<file path="config.mk">
export PLATFORM = sky130hd
export DESIGN_NAME = tdcb_div
export DESIGN_NICKNAME = d
export VERILOG_FILES = /design/src/rtl/core/tdcb_pkg.sv /design/src/rtl/core/tdcb_div.sv
export SDC_FILE = /design/constraint.sdc
export NUM_CORES = 1
export LEC_CHECK = 0
export BUFFER_PORTS_ARGS = -buffer_cell sky130_fd_sc_hd__buf_2
export CAP_MARGIN = 15
export CELL_PAD_IN_SITES_DETAIL_PLACEMENT = 0
export CELL_PAD_IN_SITES_GLOBAL_PLACEMENT = 2
export CORE_MARGIN = 2
export CORE_UTILIZATION = 35
export DETAILED_ROUTE_END_ITERATION = 6
export PLACE_DENSITY_LB_ADDON = 0.1
export SLEW_MARGIN = 30
export SYNTH_ARGS = -nofsm -noshare
export SYNTH_HDL_FRONTEND = slang
export SYNTH_SLANG_ARGS = --single-unit
</file>
<file path="constraint.sdc">
create_clock -name clk -period 3.3 [get_ports clk]
set_clock_uncertainty 0.1 [all_clocks]
set_input_delay 0 -clock clk [delete_from_list [all_inputs] [get_ports clk]]
set_output_delay 0 -clock clk [all_outputs]
set_load 0.005 [all_outputs]
</file>
<file path="src/rtl/core/tdcb_pkg.sv">
// Shared types, constants and helpers for the time-delay backstepping attitude law.
// No dependencies; every other file in rtl/core refers to this package by scoped names.
`timescale 1ns / 1ps

package tdcb_pkg;

  localparam int ANGLE_W         = 16;
  localparam int GYRO_W          = 16;
  localparam int RATE_W          = 24;
  localparam int DRIVE_W         = 16;
  localparam int LIMIT_W         = 15;
  localparam int FS_W            = 12;
  localparam int GAIN_W          = 16;
  localparam int INV_W           = 32;
  localparam int CFG_DATA_W      = 32;
  localparam int CFG_IDX_W       = 3;
  localparam int ACCEL_W         = 32;

  // CORDIC: Q30 datapath, angle in Q3.13 becomes Q30 by a left shift.
  localparam int TRIG_ITERATIONS = 16;
  localparam int TRIG_CW         = $clog2(TRIG_ITERATIONS + 1);
  localparam int TRIG_W          = 34;
  localparam int ZW              = 36;
  localparam int ANG_SHIFT       = 30 - 13;
  localparam logic signed [ZW-1:0] Q30_PI      = ZW'(64'sd3373259426);
  localparam logic signed [ZW-1:0] Q30_HALF_PI = ZW'(64'sd1686629713);
  localparam logic signed [ZW-1:0] Q30_TWO_PI  = ZW'(64'sd6746518852);
  localparam logic signed [TRIG_W-1:0] CORDIC_GAIN = TRIG_W'(64'sd652032874);

  localparam logic [31:0] ATAN_Q30 [32] = '{
    32'd843314857, 32'd497837829, 32'd263043837, 32'd133525159, 32'd67021687,
    32'd33543516, 32'd16775851, 32'd8388437, 32'd4194283, 32'd2097149,
    32'd1048576, 32'd524288, 32'd262144, 32'd131072, 32'd65536, 32'd32768,
    32'd16384, 32'd8192, 32'd4096, 32'd2048, 32'd1024, 32'd512, 32'd256,
    32'd128, 32'd64, 32'd32, 32'd16, 32'd8, 32'd4, 32'd2, 32'd1, 32'd0
  };

  // Body-to-Euler products and the yaw divide.
  localparam int PROD_W = GYRO_W + TRIG_W;          // gyro times sine/cosine
  localparam int W_W    = 48;                       // yaw numerator, signed
  localparam int DIV_N  = W_W - 1;                  // magnitude bits of the numerator
  localparam int DIV_DW = TRIG_W;                   // divisor magnitude bits
  localparam int DIV_CW = $clog2(DIV_N + 1);
  localparam int RPROD_W = RATE_W + TRIG_W;

  // Per-axis lane.
  localparam int MUL_W   = 33;
  localparam int MPROD_W = 2 * MUL_W;
  localparam int T_W     = 62;
  localparam int MAG_W   = T_W - 1;
  localparam int STEP_W  = 4;
  localparam logic [STEP_W-1:0] LANE_LAST = STEP_W'(11);
  localparam int ACC_W   = DRIVE_W + 2;
  localparam int S_W     = DRIVE_W + 1;

  localparam logic [FS_W-1:0] DEFAULT_RATE = FS_W'(400);

  localparam logic signed [RATE_W-1:0] RATE_MAX = {1'b0, {(RATE_W-1){1'b1}}};
  localparam logic signed [RATE_W-1:0] RATE_MIN = {1'b1, {(RATE_W-1){1'b0}}};

  typedef enum logic [CFG_IDX_W-1:0] {
    CFG_K1_TILT,
    CFG_K1_YAW,
    CFG_K2_TILT,
    CFG_K2_YAW,
    CFG_INV_TILT,
    CFG_INV_YAW,
    CFG_DRIVE_LIMIT,
    CFG_SAMPLE_RATE
  } cfg_idx_t;

  typedef enum logic [3:0] {
    S_IDLE,
    S_TRIG,
    S_MUL,
    S_SUM,
    S_DLOAD,
    S_DIV,
    S_RMUL,
    S_RADD,
    S_LAW,
    S_OUT
  } ctrl_state_t;

  typedef struct packed {
    logic start;
    logic clear;
  } lane_ctrl_t;

  typedef struct packed {
    logic [GAIN_W-1:0] k1;
    logic [GAIN_W-1:0] k2;
    logic [INV_W-1:0]  inv;
  } lane_gain_t;

  function automatic logic signed [RATE_W-1:0] sat_rate(input logic signed [63:0] v);
    logic signed [63:0] hi;
    logic signed [63:0] lo;
    hi = 64'(RATE_MAX);
    lo = 64'(RATE_MIN);
    if (v > hi) begin
      return RATE_MAX;
    end else if (v < lo) begin
      return RATE_MIN;
    end
    return RATE_W'(v);
  endfunction

endpackage

</file>
<file path="src/rtl/core/tdcb_div.sv">
// Restoring unsigned divider, one quotient bit per cycle, for the yaw rate.
// Depends on tdcb_pkg for the operand widths.
`timescale 1ns / 1ps

module tdcb_div (
  input  logic                          clk,
  input  logic                          rst_n,
  input  logic                          start,
  input  logic [tdcb_pkg::DIV_N-1:0]    dividend,
  input  logic [tdcb_pkg::DIV_DW-1:0]   divisor,
  output logic [tdcb_pkg::DIV_N-1:0]    quot,
  output logic                          done
);

  logic                          busy_r, busy_nxt;
  logic [tdcb_pkg::DIV_CW-1:0]   cnt_r, cnt_nxt;
  logic                          done_r, done_nxt;
  logic [tdcb_pkg::DIV_DW:0]     rem_r;
  logic [tdcb_pkg::DIV_N-1:0]    dd_r;
  logic [tdcb_pkg::DIV_DW-1:0]   dv_r;

  logic [tdcb_pkg::DIV_DW:0]     r2;
  logic                          qbit;
  logic                          last;

  assign r2   = {rem_r[tdcb_pkg::DIV_DW-1:0], dd_r[tdcb_pkg::DIV_N-1]};
  assign qbit = (r2 >= {1'b0, dv_r});
  assign last = (cnt_r == tdcb_pkg::DIV_CW'(tdcb_pkg::DIV_N - 1));

  always_comb begin
    busy_nxt = busy_r;
    cnt_nxt  = cnt_r;
    done_nxt = 1'b0;
    if (start) begin
      busy_nxt = 1'b1;
      cnt_nxt  = '0;
    end else if (busy_r) begin
      if (last) begin
        busy_nxt = 1'b0;
        done_nxt = 1'b1;
      end else begin
        cnt_nxt = cnt_r + 1'b1;
      end
    end
  end

  always_ff @(posedge clk) begin
    if (!rst_n) begin
      busy_r <= 1'b0;
      cnt_r  <= '0;
      done_r <= 1'b0;
    end else begin
      busy_r <= busy_nxt;
      cnt_r  <= cnt_nxt;
      done_r <= done_nxt;
    end
  end

  // The dividend register shifts out numerator bits and takes in quotient bits.
  always_ff @(posedge clk) begin
    if (start) begin
      rem_r <= '0;
      dd_r  <= dividend;
      dv_r  <= divisor;
    end else if (busy_r) begin
      rem_r <= qbit ? (r2 - {1'b0, dv_r}) : r2;
      dd_r  <= {dd_r[tdcb_pkg::DIV_N-2:0], qbit};
    end
  end

  assign quot = dd_r;
  assign done = done_r;

endmodule

</file>
==> impl_metrics.prom, run 1 <==
# TYPE chip_impl_metric gauge
chip_impl_metric{name="worst_slew_pin_slew",unit="ps"} 731.5
chip_impl_metric{name="powerDensity",unit="nW/um^2"} 487.9
chip_impl_metric{name="synth-async-reset-ratio",unit="%"} 0
chip_impl_metric{name="synth.yosys.warnings",unit=""} 0
chip_impl_metric{name="clkSlewWorstSetupHoldPaths",unit="ps"} 60
chip_impl_metric{name="hold_slack",unit="ps"} 73.44
chip_impl_metric{name="globalRouteTotalUtil",unit="%"} 17.07
chip_impl_metric{name="area_growth",unit="%"} 34.12
chip_impl_metric{name="grt_max_degree",unit=""} 69
chip_impl_metric{name="grt_overflow",unit=""} 0
chip_impl_info{name="crit_path_start_kind",value="register"} 1
chip_impl_info{name="timing.hold.worst.class",value="primary input to register"} 1
chip_impl_metric{name="row_count",unit=""} 51
chip_impl_metric{name="synth_nets",unit=""} 792
chip_impl_metric{name="vias",unit=""} 5717
chip_impl_info{name="timing.critical_path.cells",value="inv_1 -> ha_1 -> and3_1 -> o21ai_0 -> a31oi_1 -> o21ai_0 -> buf_4 -> o31a_1 -> o21ai_0 -> a41oi_1 -> mux2i_1 -> o21ai_0"} 1
chip_impl_metric{name="netlist_instances",unit=""} 671
chip_impl_metric{name="fp.dieArea",unit="sq um"} 20990
chip_impl_metric{name="post-route-drc-count",unit=""} 0
chip_impl_metric{name="cp.required",unit="ps"} 3490
chip_impl_metric{name="crit_fanout",unit=""} 5
chip_impl_metric{name="max_cap_violations",unit=""} 0
chip_impl_metric{name="vdd_ir_drop_max",unit="uV"} 350.6
chip_impl_metric{name="final_cell_count_no_fill",unit=""} 1162
chip_impl_metric{name="arr_time_crit_path",unit="ps"} 3240
chip_impl_metric{name="yosys_register_bits",unit=""} 123
chip_impl_metric{name="routabilityCongestion",unit=""} 0.8025
chip_impl_metric{name="r2r_slack",unit="ps"} 240
chip_impl_metric{name="buffer_ports.inserted",unit=""} 131
chip_impl_metric{name="clock_path_buffers",unit=""} 2
chip_impl_metric{name="setup_total_negative_slack",unit="ps"} 0
chip_impl_metric{name="cts_max_level",unit=""} 4
chip_impl_metric{name="share_of_layout_cells_above_drive_strength_1",unit="%"} 26.87
chip_impl_info{name="setup.worst_path.end_class",value="register"} 1
chip_impl_metric{name="ioPinCount",unit=""} 132
chip_impl_metric{name="drt-pass1-iter-count",unit=""} 4
chip_impl_info{name="cts_tree",value="built"} 1
chip_impl_metric{name="drt-wirelength-per-cell",unit="um"} 14.87
chip_impl_metric{name="register_area",unit="sq um"} 3274
chip_impl_metric{name="avgSynthCellArea",unit="sq um"} 10.35
chip_impl_metric{name="final_min_period_over_clock_period",unit="%"} 92.62
chip_impl_metric{name="ys_types",unit=""} 61
chip_impl_metric{name="floorplan.die.height",unit="um"} 144.9
chip_impl_metric{name="horiz_die_dim",unit="um"} 144.9
chip_impl_metric{name="first_global_vias",unit=""} 5872
chip_impl_metric{name="cts-buffers-inserted",unit=""} 17
chip_impl_metric{name="period_minus_slack",unit="ps"} 3056
chip_impl_metric{name="report.final.setup_viol",unit=""} 0
chip_impl_metric{name="place_hpwl",unit="um"} 12260
chip_impl_metric{name="num_antenna_cells",unit=""} 0
chip_impl_metric{name="drtAntennaViolNets",unit=""} 0
chip_impl_info{name="worst-setup-path-type",value="register to register"} 1
chip_impl_metric{name="final_net_count",unit=""} 1005
chip_impl_metric{name="routed_wirelength",unit="um"} 17280
chip_impl_info{name="rsz_0062_raised_after_global_routing",value="no"} 1
chip_impl_metric{name="post-route-util",unit="%"} 47.86
chip_impl_metric{name="number_of_enable_flip_flop_cells_after_synthesis",unit=""} 81
chip_impl_metric{name="finalHoldViolations",unit=""} 0
chip_impl_metric{name="multi_input_comb_area",unit="sq um"} 3328
chip_impl_metric{name="drtIter0Drc",unit=""} 276
chip_impl_metric{name="design.core.area",unit="sq um"} 19460
chip_impl_metric{name="grt_antenna_before_repair",unit=""} 0
chip_impl_info{name="cell_with_the_largest_stage_delay_on_the_worst_path",value="sky130_fd_sc_hd__o21ai_0"} 1
chip_impl_metric{name="critical-path-max-stage-delay",unit="ps"} 430
chip_impl_metric{name="effective_utilization_at_floorplan",unit="%"} 35.69
chip_impl_metric{name="leakage",unit="nW"} 3.965
chip_impl_metric{name="synth_sequential_area_ratio",unit="%"} 47.13
chip_impl_info{name="run_status",value="complete, no violations"} 1
chip_impl_metric{name="placedCellCount",unit=""} 1047
chip_impl_metric{name="grt_pass1_wl",unit="um"} 28360
chip_impl_info{name="critical_path_s_most_frequent_cell",value="sky130_fd_sc_hd__o21ai_0"} 1
chip_impl_metric{name="clock_sink_count",unit=""} 123
chip_impl_metric{name="syn_area",unit="sq um"} 6945
chip_impl_metric{name="timing.fmax",unit="MHz"} 327.2
chip_impl_metric{name="nFillCells",unit=""} 1889
chip_impl_metric{name="maxSlewViolCount",unit=""} 0
chip_impl_metric{name="slew_headroom",unit="%"} 51.23
chip_impl_metric{name="clkLatencyLatePin",unit="ps"} 420
chip_impl_info{name="synth-main-ff-cell",value="sky130_fd_sc_hd__edfxtp_1"} 1
chip_impl_metric{name="routed_via_density",unit=""} 4.920
chip_impl_info{name="clockRootBuffer",value="sky130_fd_sc_hd__clkbuf_16"} 1
==> cell usage in the layout (no fill, tap or decap), types with 6 or more instances in the layout <==
master,netlist,routed
sky130_fd_sc_hd__buf_2,7,130
sky130_fd_sc_hd__dlygate4sd3_1,0,82
sky130_fd_sc_hd__edfxtp_1,81,81
sky130_fd_sc_hd__nor2_1,62,62
sky130_fd_sc_hd__a21oi_1,55,53
sky130_fd_sc_hd__inv_1,48,47
sky130_fd_sc_hd__mux2_2,46,46
sky130_fd_sc_hd__dfxtp_1,42,41
sky130_fd_sc_hd__ha_1,36,36
sky130_fd_sc_hd__nand2_1,35,35
sky130_fd_sc_hd__a211oi_1,27,27
sky130_fd_sc_hd__o21ai_0,25,25
sky130_fd_sc_hd__buf_4,1,19
sky130_fd_sc_hd__xor2_1,17,17
sky130_fd_sc_hd__clkbuf_16,0,17
sky130_fd_sc_hd__xnor2_1,16,16
sky130_fd_sc_hd__nand3_1,14,14
sky130_fd_sc_hd__a21o_1,13,13
sky130_fd_sc_hd__mux2i_1,11,11
sky130_fd_sc_hd__nor3_1,10,10
sky130_fd_sc_hd__a31oi_1,8,8
sky130_fd_sc_hd__nor2b_1,7,7
sky130_fd_sc_hd__nand2b_1,6,6
sky130_fd_sc_hd__nand4_1,6,6
sky130_fd_sc_hd__and3_1,6,6
==> Yosys cell counts (2+ instances only) <==
master | n | area [sq um]
sky130_fd_sc_hd__o22ai_1 | 5 | 31.28
sky130_fd_sc_hd__nor2b_1 | 7 | 43.79
sky130_fd_sc_hd__mux2i_1 | 11 | 110.1
sky130_fd_sc_hd__nand3_1 | 14 | 70.07
sky130_fd_sc_hd__clkbuf_1 | 25 | 93.84
sky130_fd_sc_hd__o21a_1 | 4 | 30.03
sky130_fd_sc_hd__inv_1 | 48 | 180.2
sky130_fd_sc_hd__edfxtp_1 | 81 | 2432
sky130_fd_sc_hd__a31oi_1 | 8 | 50.05
sky130_fd_sc_hd__dfxtp_1 | 42 | 840.8
sky130_fd_sc_hd__a21boi_0 | 2 | 15.01
sky130_fd_sc_hd__a21o_1 | 13 | 97.59
sky130_fd_sc_hd__and3_1 | 6 | 37.54
sky130_fd_sc_hd__a41oi_1 | 2 | 17.52
sky130_fd_sc_hd__buf_2 | 7 | 35.03
sky130_fd_sc_hd__nand4_1 | 6 | 37.54
sky130_fd_sc_hd__buf_6 | 4 | 45.04
sky130_fd_sc_hd__o211ai_1 | 5 | 37.54
sky130_fd_sc_hd__and4_1 | 2 | 17.52
sky130_fd_sc_hd__ha_1 | 36 | 450.4
sky130_fd_sc_hd__a211oi_2 | 2 | 25.02
sky130_fd_sc_hd__a31o_2 | 2 | 17.52
sky130_fd_sc_hd__mux2_2 | 46 | 518.0
sky130_fd_sc_hd__nor3_1 | 10 | 50.05
sky130_fd_sc_hd__o31a_1 | 2 | 17.52
sky130_fd_sc_hd__o21bai_1 | 5 | 37.54
sky130_fd_sc_hd__a21oi_1 | 55 | 275.3
sky130_fd_sc_hd__a211oi_1 | 27 | 202.7
sky130_fd_sc_hd__o21ai_0 | 25 | 125.1
sky130_fd_sc_hd__nand2_1 | 35 | 131.4
sky130_fd_sc_hd__xnor2_1 | 16 | 140.1
sky130_fd_sc_hd__nor3b_1 | 5 | 37.54
sky130_fd_sc_hd__o31ai_1 | 2 | 15.01
sky130_fd_sc_hd__nor2_1 | 62 | 232.7
sky130_fd_sc_hd__nand2b_1 | 6 | 37.54
sky130_fd_sc_hd__and2_1 | 2 | 12.51
sky130_fd_sc_hd__xor2_1 | 17 | 148.9
==> path summary, 6_finish.rpt <==
| kind | startpoint | to | cells after the start |
|---|---|---|---|
| worst max register to register | dv_r[4] | rem_r[33] | 12 |
| worst min-delay path | start | quot[31] | 2 |
| worst min register to register | rem_r[2] | rem_r[2] | 2 |
| worst max-delay path | dv_r[4] | rem_r[33] | 12 |
==> critical path: cells and delay by family (launching register included) <==
kind / cells / cell delay (ps)
AND/OR/NAND/NOR: 1 / 210
flip-flops: 1 / 330
AO/OA/AOI/OAI: 7 / 1510
multiplexers: 1 / 190
buffers and inverters: 2 / 210
adder cells (fa/ha/maj): 1 / 370
==> kinds of logic after synthesis <==
kind of cell	share of synthesized area, %
compound gates	16.18
xor+xnor	4.161
fa+ha+maj	6.774
buf+inv	5.260
flops	47.13
mux	9.044
simple gates	11.46
==> metrics by stage <==
step | worst slack [ps] | area, sq um | total power [mW]
4_1_cts | 130.5 | 9286 | 4.596
6_report | 243.6 | 9315 | 4.545
5_1_grt | 24.88 | 9315 | 4.776
2_1_floorplan | 447.9 | 6945 | 2.407
3_5_place_dp | 163.2 | 7899 | 2.686
3_3_place_gp | 149.4 | 7899 | 2.688
==> final cells by class <==
class | count | share of cell area [%]
Clock buffer | 18 | 4.607
Clock inverter | 14 | 1.478
Tap cell | 265 | 3.559
Inverter | 48 | 1.934
Multi-Input combinational cell | 462 | 35.73
Timing Repair Buffer | 232 | 17.54
Sequential cell | 123 | 35.15
==> layer usage <==
layer | up-vias | share of wire, % | global-route usage (%)
li1 | 2873 | - | -
met1 | 2689 | 48 | 22.13
met2 | 131 | 45 | 27.06
met3 | 24 | 5.0 | 5.331
met4 | 0 | 2.0 | 5.723
met5 | - | 0 | 0
==> power by group <==
part	switching, mW	internal, mW
Combinational	0.451	0.428
Sequential	0.0655	1.79
Clock	0.762	1.05
Total	1.28	3.27
==> registers in the layout, summed over array words and instances, names as in the netlist <==
name    cells
quot       47
cnt_r       6
rem_r      34
dv_r       34
done        1
busy_r      1
==> repair_timing <==
| item | in CTS | in global routing |
|---|---|---|
| hold buffers | 82 | 0 |
| setup buffers | 0 | 1 |
| hold endpoints to repair | 89 | 0 |
| gates resized for setup | 0 | 4 |
| endpoints found under the setup margin | 0 | 19 |
(Power assumes the default switching activity.)
==> run 2: changes to the inputs <==
- CAP_MARGIN: 15 -> unset
- CORE_ASPECT_RATIO: unset -> 0.9
==> impl_metrics.prom, run 2 (same netlist as run 1, synthesis figures left out) <==
# TYPE chip_impl_metric gauge
chip_impl_metric{name="maxSlewViolCount",unit=""} 0
chip_impl_info{name="layout_commonest_cell",value="sky130_fd_sc_hd__buf_2"} 1
chip_impl_metric{name="num_antenna_cells",unit=""} 0
chip_impl_metric{name="cts_max_level",unit=""} 4
chip_impl_metric{name="slew_headroom",unit="%"} 47.35
chip_impl_metric{name="clkSlewWorstSetupHoldPaths",unit="ps"} 60
chip_impl_metric{name="final_min_period_over_clock_period",unit="%"} 91.46
chip_impl_metric{name="worst_slew_pin_slew",unit="ps"} 788.8
chip_impl_metric{name="globalRouteTotalUtil",unit="%"} 17.07
chip_impl_metric{name="drtIter0Drc",unit=""} 260
chip_impl_metric{name="effective_utilization_at_floorplan",unit="%"} 35.91
chip_impl_metric{name="fp.dieArea",unit="sq um"} 20990
chip_impl_metric{name="largest_reg_flops",unit=""} 47
chip_impl_metric{name="period_minus_slack",unit="ps"} 3018
chip_impl_metric{name="arr_time_crit_path",unit="ps"} 3210
chip_impl_metric{name="drt-wirelength-per-cell",unit="um"} 14.98
chip_impl_metric{name="post-route-drc-count",unit=""} 0
chip_impl_metric{name="grt_pass1_wl",unit="um"} 28820
chip_impl_metric{name="r2r_slack",unit="ps"} 280
chip_impl_info{name="clockRootBuffer",value="sky130_fd_sc_hd__clkbuf_16"} 1
chip_impl_info{name="run_status",value="complete, no violations"} 1
chip_impl_metric{name="clkLatencyLatePin",unit="ps"} 420
chip_impl_info{name="crit_path_start_kind",value="register"} 1
chip_impl_info{name="setup.worst_path.end_class",value="register"} 1
chip_impl_metric{name="row_count",unit=""} 48
chip_impl_metric{name="grt_overflow",unit=""} 0
chip_impl_metric{name="crit_fanout",unit=""} 4
chip_impl_metric{name="ioPinCount",unit=""} 132
chip_impl_metric{name="vias",unit=""} 5651
chip_impl_metric{name="hold_slack",unit="ps"} 187.5
chip_impl_metric{name="clock_sink_count",unit=""} 123
chip_impl_metric{name="timing.fmax",unit="MHz"} 331.3
chip_impl_metric{name="place_hpwl",unit="um"} 12130
chip_impl_metric{name="multi_input_comb_area",unit="sq um"} 3316
chip_impl_metric{name="clock_path_buffers",unit=""} 2
chip_impl_info{name="timing.hold.worst.class",value="primary input to register"} 1
chip_impl_metric{name="hold-path-cell-count",unit=""} 2
chip_impl_metric{name="routed_via_density",unit=""} 4.931
chip_impl_metric{name="routabilityCongestion",unit=""} 0.7714
chip_impl_metric{name="area_growth",unit="%"} 33.98
chip_impl_metric{name="drtAntennaViolNets",unit=""} 0
chip_impl_metric{name="finalHoldViolations",unit=""} 0
chip_impl_metric{name="register_area",unit="sq um"} 3274
chip_impl_info{name="reg2reg_to",value="rem_r[30]"} 1
chip_impl_info{name="cp-startpoint",value="quot[46]"} 1
chip_impl_metric{name="final_net_count",unit=""} 1004
chip_impl_metric{name="share_of_layout_cells_above_drive_strength_1",unit="%"} 26.45
chip_impl_metric{name="max_cap_violations",unit=""} 0
chip_impl_metric{name="setup_total_negative_slack",unit="ps"} 0
chip_impl_metric{name="leakage",unit="nW"} 3.972
chip_impl_info{name="rsz_0062_raised_after_global_routing",value="no"} 1
chip_impl_metric{name="floorplan.die.height",unit="um"} 137.6
chip_impl_metric{name="buffer_ports.inserted",unit=""} 131
chip_impl_info{name="cts_tree",value="built"} 1
chip_impl_metric{name="vdd_ir_drop_max",unit="uV"} 289.1
chip_impl_metric{name="drt-pass1-iter-count",unit=""} 4
chip_impl_metric{name="routed_wirelength",unit="um"} 17170
chip_impl_metric{name="grt_max_degree",unit=""} 53
chip_impl_metric{name="nFillCells",unit=""} 1842
chip_impl_metric{name="cts-buffers-inserted",unit=""} 17
chip_impl_metric{name="cp.required",unit="ps"} 3500
chip_impl_info{name="final_cell_mix",value="130 x sky130_fd_sc_hd__buf_2, 84 x sky130_fd_sc_hd__dlygate4sd3_1, 81 x sky130_fd_sc_hd__edfxtp_1"} 1
chip_impl_metric{name="first_global_vias",unit=""} 5781
chip_impl_info{name="worst-setup-path-type",value="register to register"} 1
chip_impl_metric{name="design.core.area",unit="sq um"} 19340
chip_impl_metric{name="placedCellCount",unit=""} 1030
chip_impl_metric{name="postCtsSetupRepairBufs",unit=""} 0
chip_impl_metric{name="report.final.setup_viol",unit=""} 0
chip_impl_info{name="critPathCapture",value="rem_r[30]"} 1
chip_impl_metric{name="powerDensity",unit="nW/um^2"} 491.1
chip_impl_metric{name="final_cell_count_no_fill",unit=""} 1146
chip_impl_metric{name="reg2regPathDepth",unit=""} 13
chip_impl_metric{name="horiz_die_dim",unit="um"} 152.5
chip_impl_metric{name="grt_antenna_before_repair",unit=""} 0
chip_impl_info{name="timing.rr.start",value="quot[46]"} 1
run 2: area by class of cell:
cell class	instances	area share, %
flip-flops and latches	123	35.19
clock inverters	13	1.546
clock buffers	19	4.652
inverters	48	1.950
multi-input cells	462	35.63
well taps	250	3.362
repair buffers	231	17.67
run 2: worst max-delay path, stage by stage, from the launching register on:
cell	delay [ps]
sky130_fd_sc_hd__edfxtp_1	410
sky130_fd_sc_hd__inv_1	80
sky130_fd_sc_hd__ha_1	170
sky130_fd_sc_hd__inv_1	60
sky130_fd_sc_hd__fa_1	420
sky130_fd_sc_hd__a21oi_2	200
sky130_fd_sc_hd__o211ai_1	100
sky130_fd_sc_hd__o211ai_1	130
sky130_fd_sc_hd__o22ai_1	160
sky130_fd_sc_hd__or2_2	370
sky130_fd_sc_hd__a311o_1	290
sky130_fd_sc_hd__a21oi_1	170
sky130_fd_sc_hd__xor2_1	160
sky130_fd_sc_hd__o21ai_0	80
run 2: worst min-delay path by stage:
stage	start	to	slack (ps)
global route	divisor[17]	dv_r[17]	180
global placement	divisor[12]	dv_r[12]	80
finish	divisor[33]	dv_r[33]	190
detailed placement	divisor[30]	dv_r[30]	80
floorplan	divisor[0]	dv_r[0]	-1
CTS	divisor[12]	dv_r[12]	170
run 2: routing by layer:
layer / share of wire, % / vias to the layer above / global-route usage, % / wire (um)
met3: 5.6 / 7 / 5.316 / 955
met1: 50 / 2634 / 22.81 / 8518
met2: 44 / 143 / 26.88 / 7610
li1: - / 2867 / - / -
met5: 0 / - / 0 / 0
met4: 0.48 / 0 / 4.835 / 82
run 2: timing repair:
action	in CTS	in global routing
setup endpoints to repair	0	4
endpoints found under the hold margin	105	0
resized for setup	0	2
hold buffers	84	0
run 2: through the flow:
step                      power, mW  util (%)  setup slack (ps)  cell area [sq um]
after global placement        2.684     40.74             301.3               7878
after CTS                     4.623     48.07             209.3               9295
final                         4.570     48.12             281.8               9305
after global routing          4.816     48.12             40.42               9305
after detailed placement      2.680     40.74             245.5               7878
after floorplan               2.407         -             447.9               6945
run 2: power by group:
group          switching [mW]  internal [mW]
logic                   0.450          0.425
registers              0.0677           1.79
clock network           0.721           1.12
==> run 3: changes to the inputs <==
- PLACE_DENSITY: unset -> 0.86
- PLACE_DENSITY_LB_ADDON: 0.1 -> unset
==> impl_metrics.prom, run 3 (same netlist as run 1, synthesis figures left out) <==
# TYPE chip_impl_metric gauge
chip_impl_metric{name="drtAntennaViolNets",unit=""} 0
chip_impl_metric{name="cts-buffers-inserted",unit=""} 17
chip_impl_metric{name="post-route-drc-count",unit=""} 0
chip_impl_info{name="rsz_0062_raised_after_global_routing",value="no"} 1
chip_impl_metric{name="maxSlewViolCount",unit=""} 0
chip_impl_metric{name="slew_headroom",unit="%"} 55.84
chip_impl_metric{name="final_net_count",unit=""} 1002
chip_impl_metric{name="powerDensity",unit="nW/um^2"} 491.4
chip_impl_info{name="cts_tree",value="built"} 1
chip_impl_metric{name="area_growth",unit="%"} 33.42
chip_impl_metric{name="clock_sink_count",unit=""} 123
chip_impl_metric{name="largest_reg_flops",unit=""} 47
chip_impl_metric{name="pre_cts_ws",unit="ps"} 252.4
chip_impl_metric{name="design.core.area",unit="sq um"} 19340
chip_impl_info{name="clockRootBuffer",value="sky130_fd_sc_hd__clkbuf_16"} 1
chip_impl_metric{name="groute.layer.met3.usage",unit="%"} 5.379
chip_impl_metric{name="placedCellCount",unit=""} 1029
chip_impl_metric{name="period_minus_slack",unit="ps"} 3011
chip_impl_metric{name="grt_pass1_wl",unit="um"} 29280
chip_impl_metric{name="vias",unit=""} 5692
chip_impl_metric{name="routed_via_density",unit=""} 4.976
chip_impl_metric{name="finalWorstSetupSlack",unit="ps"} 288.7
chip_impl_metric{name="drtIter0Drc",unit=""} 390
chip_impl_metric{name="report.final.setup_viol",unit=""} 0
chip_impl_metric{name="max_cap_violations",unit=""} 0
chip_impl_metric{name="final_cell_count_no_fill",unit=""} 1144
chip_impl_metric{name="crit_fanout",unit=""} 4
chip_impl_metric{name="ioPinCount",unit=""} 132
chip_impl_metric{name="leakage",unit="nW"} 3.951
chip_impl_metric{name="buffer_ports.inserted",unit=""} 131
chip_impl_info{name="timing.hold.worst.class",value="primary input to register"} 1
chip_impl_info{name="setup.worst_path.end_class",value="register"} 1
chip_impl_metric{name="share_of_layout_cells_above_drive_strength_1",unit="%"} 26.40
chip_impl_metric{name="routabilityCongestion",unit=""} 0.8091
chip_impl_metric{name="cts_max_level",unit=""} 4
chip_impl_metric{name="arr_time_crit_path",unit="ps"} 3200
chip_impl_metric{name="vdd_ir_drop_max",unit="uV"} 310.7
chip_impl_metric{name="globalRouteTotalUtil",unit="%"} 17.46
chip_impl_metric{name="fp.dieArea",unit="sq um"} 20990
chip_impl_metric{name="clock_path_buffers",unit=""} 2
chip_impl_metric{name="first_global_vias",unit=""} 5757
chip_impl_metric{name="drt-wirelength-per-cell",unit="um"} 15.45
chip_impl_metric{name="place_hpwl",unit="um"} 12020
chip_impl_metric{name="final_min_period_over_clock_period",unit="%"} 91.25
chip_impl_metric{name="clkLatencyLatePin",unit="ps"} 430
chip_impl_metric{name="groute.layer.met2.usage",unit="%"} 27.40
chip_impl_info{name="crit_path_start_kind",value="register"} 1
chip_impl_metric{name="floorplan.die.height",unit="um"} 137.6
chip_impl_metric{name="grtUsageMet1",unit="%"} 23.10
chip_impl_metric{name="worst_slew_pin_slew",unit="ps"} 662.5
chip_impl_info{name="run_status",value="complete, no violations"} 1
chip_impl_metric{name="grt_antenna_before_repair",unit=""} 0
chip_impl_info{name="final_cell_mix",value="130 x sky130_fd_sc_hd__buf_2, 83 x sky130_fd_sc_hd__dlygate4sd3_1, 81 x sky130_fd_sc_hd__edfxtp_1"} 1
chip_impl_metric{name="routed_wirelength",unit="um"} 17670
chip_impl_metric{name="clkSlewWorstSetupHoldPaths",unit="ps"} 60
chip_impl_metric{name="num_antenna_cells",unit=""} 0
chip_impl_metric{name="timing.fmax",unit="MHz"} 332.1
chip_impl_metric{name="drt-pass1-iter-count",unit=""} 5
chip_impl_info{name="layout_commonest_cell",value="sky130_fd_sc_hd__buf_2"} 1
chip_impl_metric{name="cp.required",unit="ps"} 3490
chip_impl_metric{name="fin_total_pwr",unit="mW"} 4.553
chip_impl_metric{name="postCtsSetupRepairBufs",unit=""} 0
chip_impl_info{name="global_route.peak_usage_layer",value="met2"} 1
chip_impl_metric{name="setup_total_negative_slack",unit="ps"} 0
chip_impl_metric{name="effective_utilization_at_floorplan",unit="%"} 35.91
chip_impl_metric{name="horiz_die_dim",unit="um"} 152.5
chip_impl_info{name="worst-setup-path-type",value="register to register"} 1
chip_impl_metric{name="grt_max_degree",unit=""} 53
chip_impl_metric{name="row_count",unit=""} 48
chip_impl_metric{name="grt_overflow",unit=""} 0
chip_impl_metric{name="finalHoldViolations",unit=""} 0
## run 3: cell type report
type	instances	area [sq um]
Sequential cell	123	3274
Timing Repair Buffer	229	1614
Multi-Input combinational cell	462	3323
Clock buffer	18	429.2
Clock inverter	14	132.6
Inverter	48	180.2
Tap cell	250	312.8
Fill cell	1827	10070
## run 3: worst max-delay path, cell delays in order, from the launching register on
cell and delay [ps]:
sky130_fd_sc_hd__edfxtp_1 400, sky130_fd_sc_hd__inv_1 80, sky130_fd_sc_hd__ha_1 160, sky130_fd_sc_hd__inv_1 50, sky130_fd_sc_hd__fa_1 410, sky130_fd_sc_hd__a21oi_2 200
sky130_fd_sc_hd__o211ai_1 100, sky130_fd_sc_hd__o211ai_1 140, sky130_fd_sc_hd__o22ai_1 150, sky130_fd_sc_hd__or2_2 360, sky130_fd_sc_hd__a311o_1 290, sky130_fd_sc_hd__a21oi_1 180
sky130_fd_sc_hd__xor2_1 170, sky130_fd_sc_hd__o21ai_0 80
## run 3: final timing paths
check,from,end,slack [ps],cells after the start
worst max-delay path,quot[46],rem_r[30],290,13
worst min-delay path,divisor[10],dv_r[10],180,2
worst max register to register,quot[46],rem_r[30],290,13
worst min register to register,rem_r[2],rem_r[2],390,2
## run 3: what timing repair did
action,4_1_cts,5_1_grt
endpoints found under the setup margin,0,2
hold endpoints to repair,90,0
resized for setup,0,3
hold buffers,83,0
## run 3: per-stage QoR
step	hold WS, ps	area, sq um	util, %
after floorplan	-1.131	6945	-
after global placement	77.25	7858	40.63
after detailed placement	78.10	7858	40.63
after CTS	156.8	9250	47.83
after global routing	173.7	9266	47.92
final	183.5	9266	47.92
## run 3: per-layer routing
metal | part of all wire (%) | up-vias
li1 | - | 2874
met1 | 48 | 2632
met2 | 44 | 172
met3 | 6.5 | 14
met4 | 1.4 | 0
met5 | 0 | -
## run 3: power by group
group          leakage (nW)  switching [mW]  total, mW  internal [mW]
Clock                 0.271           0.759       1.81           1.05
Combinational          2.53           0.446      0.871          0.425
Sequential             1.15          0.0817       1.87           1.79
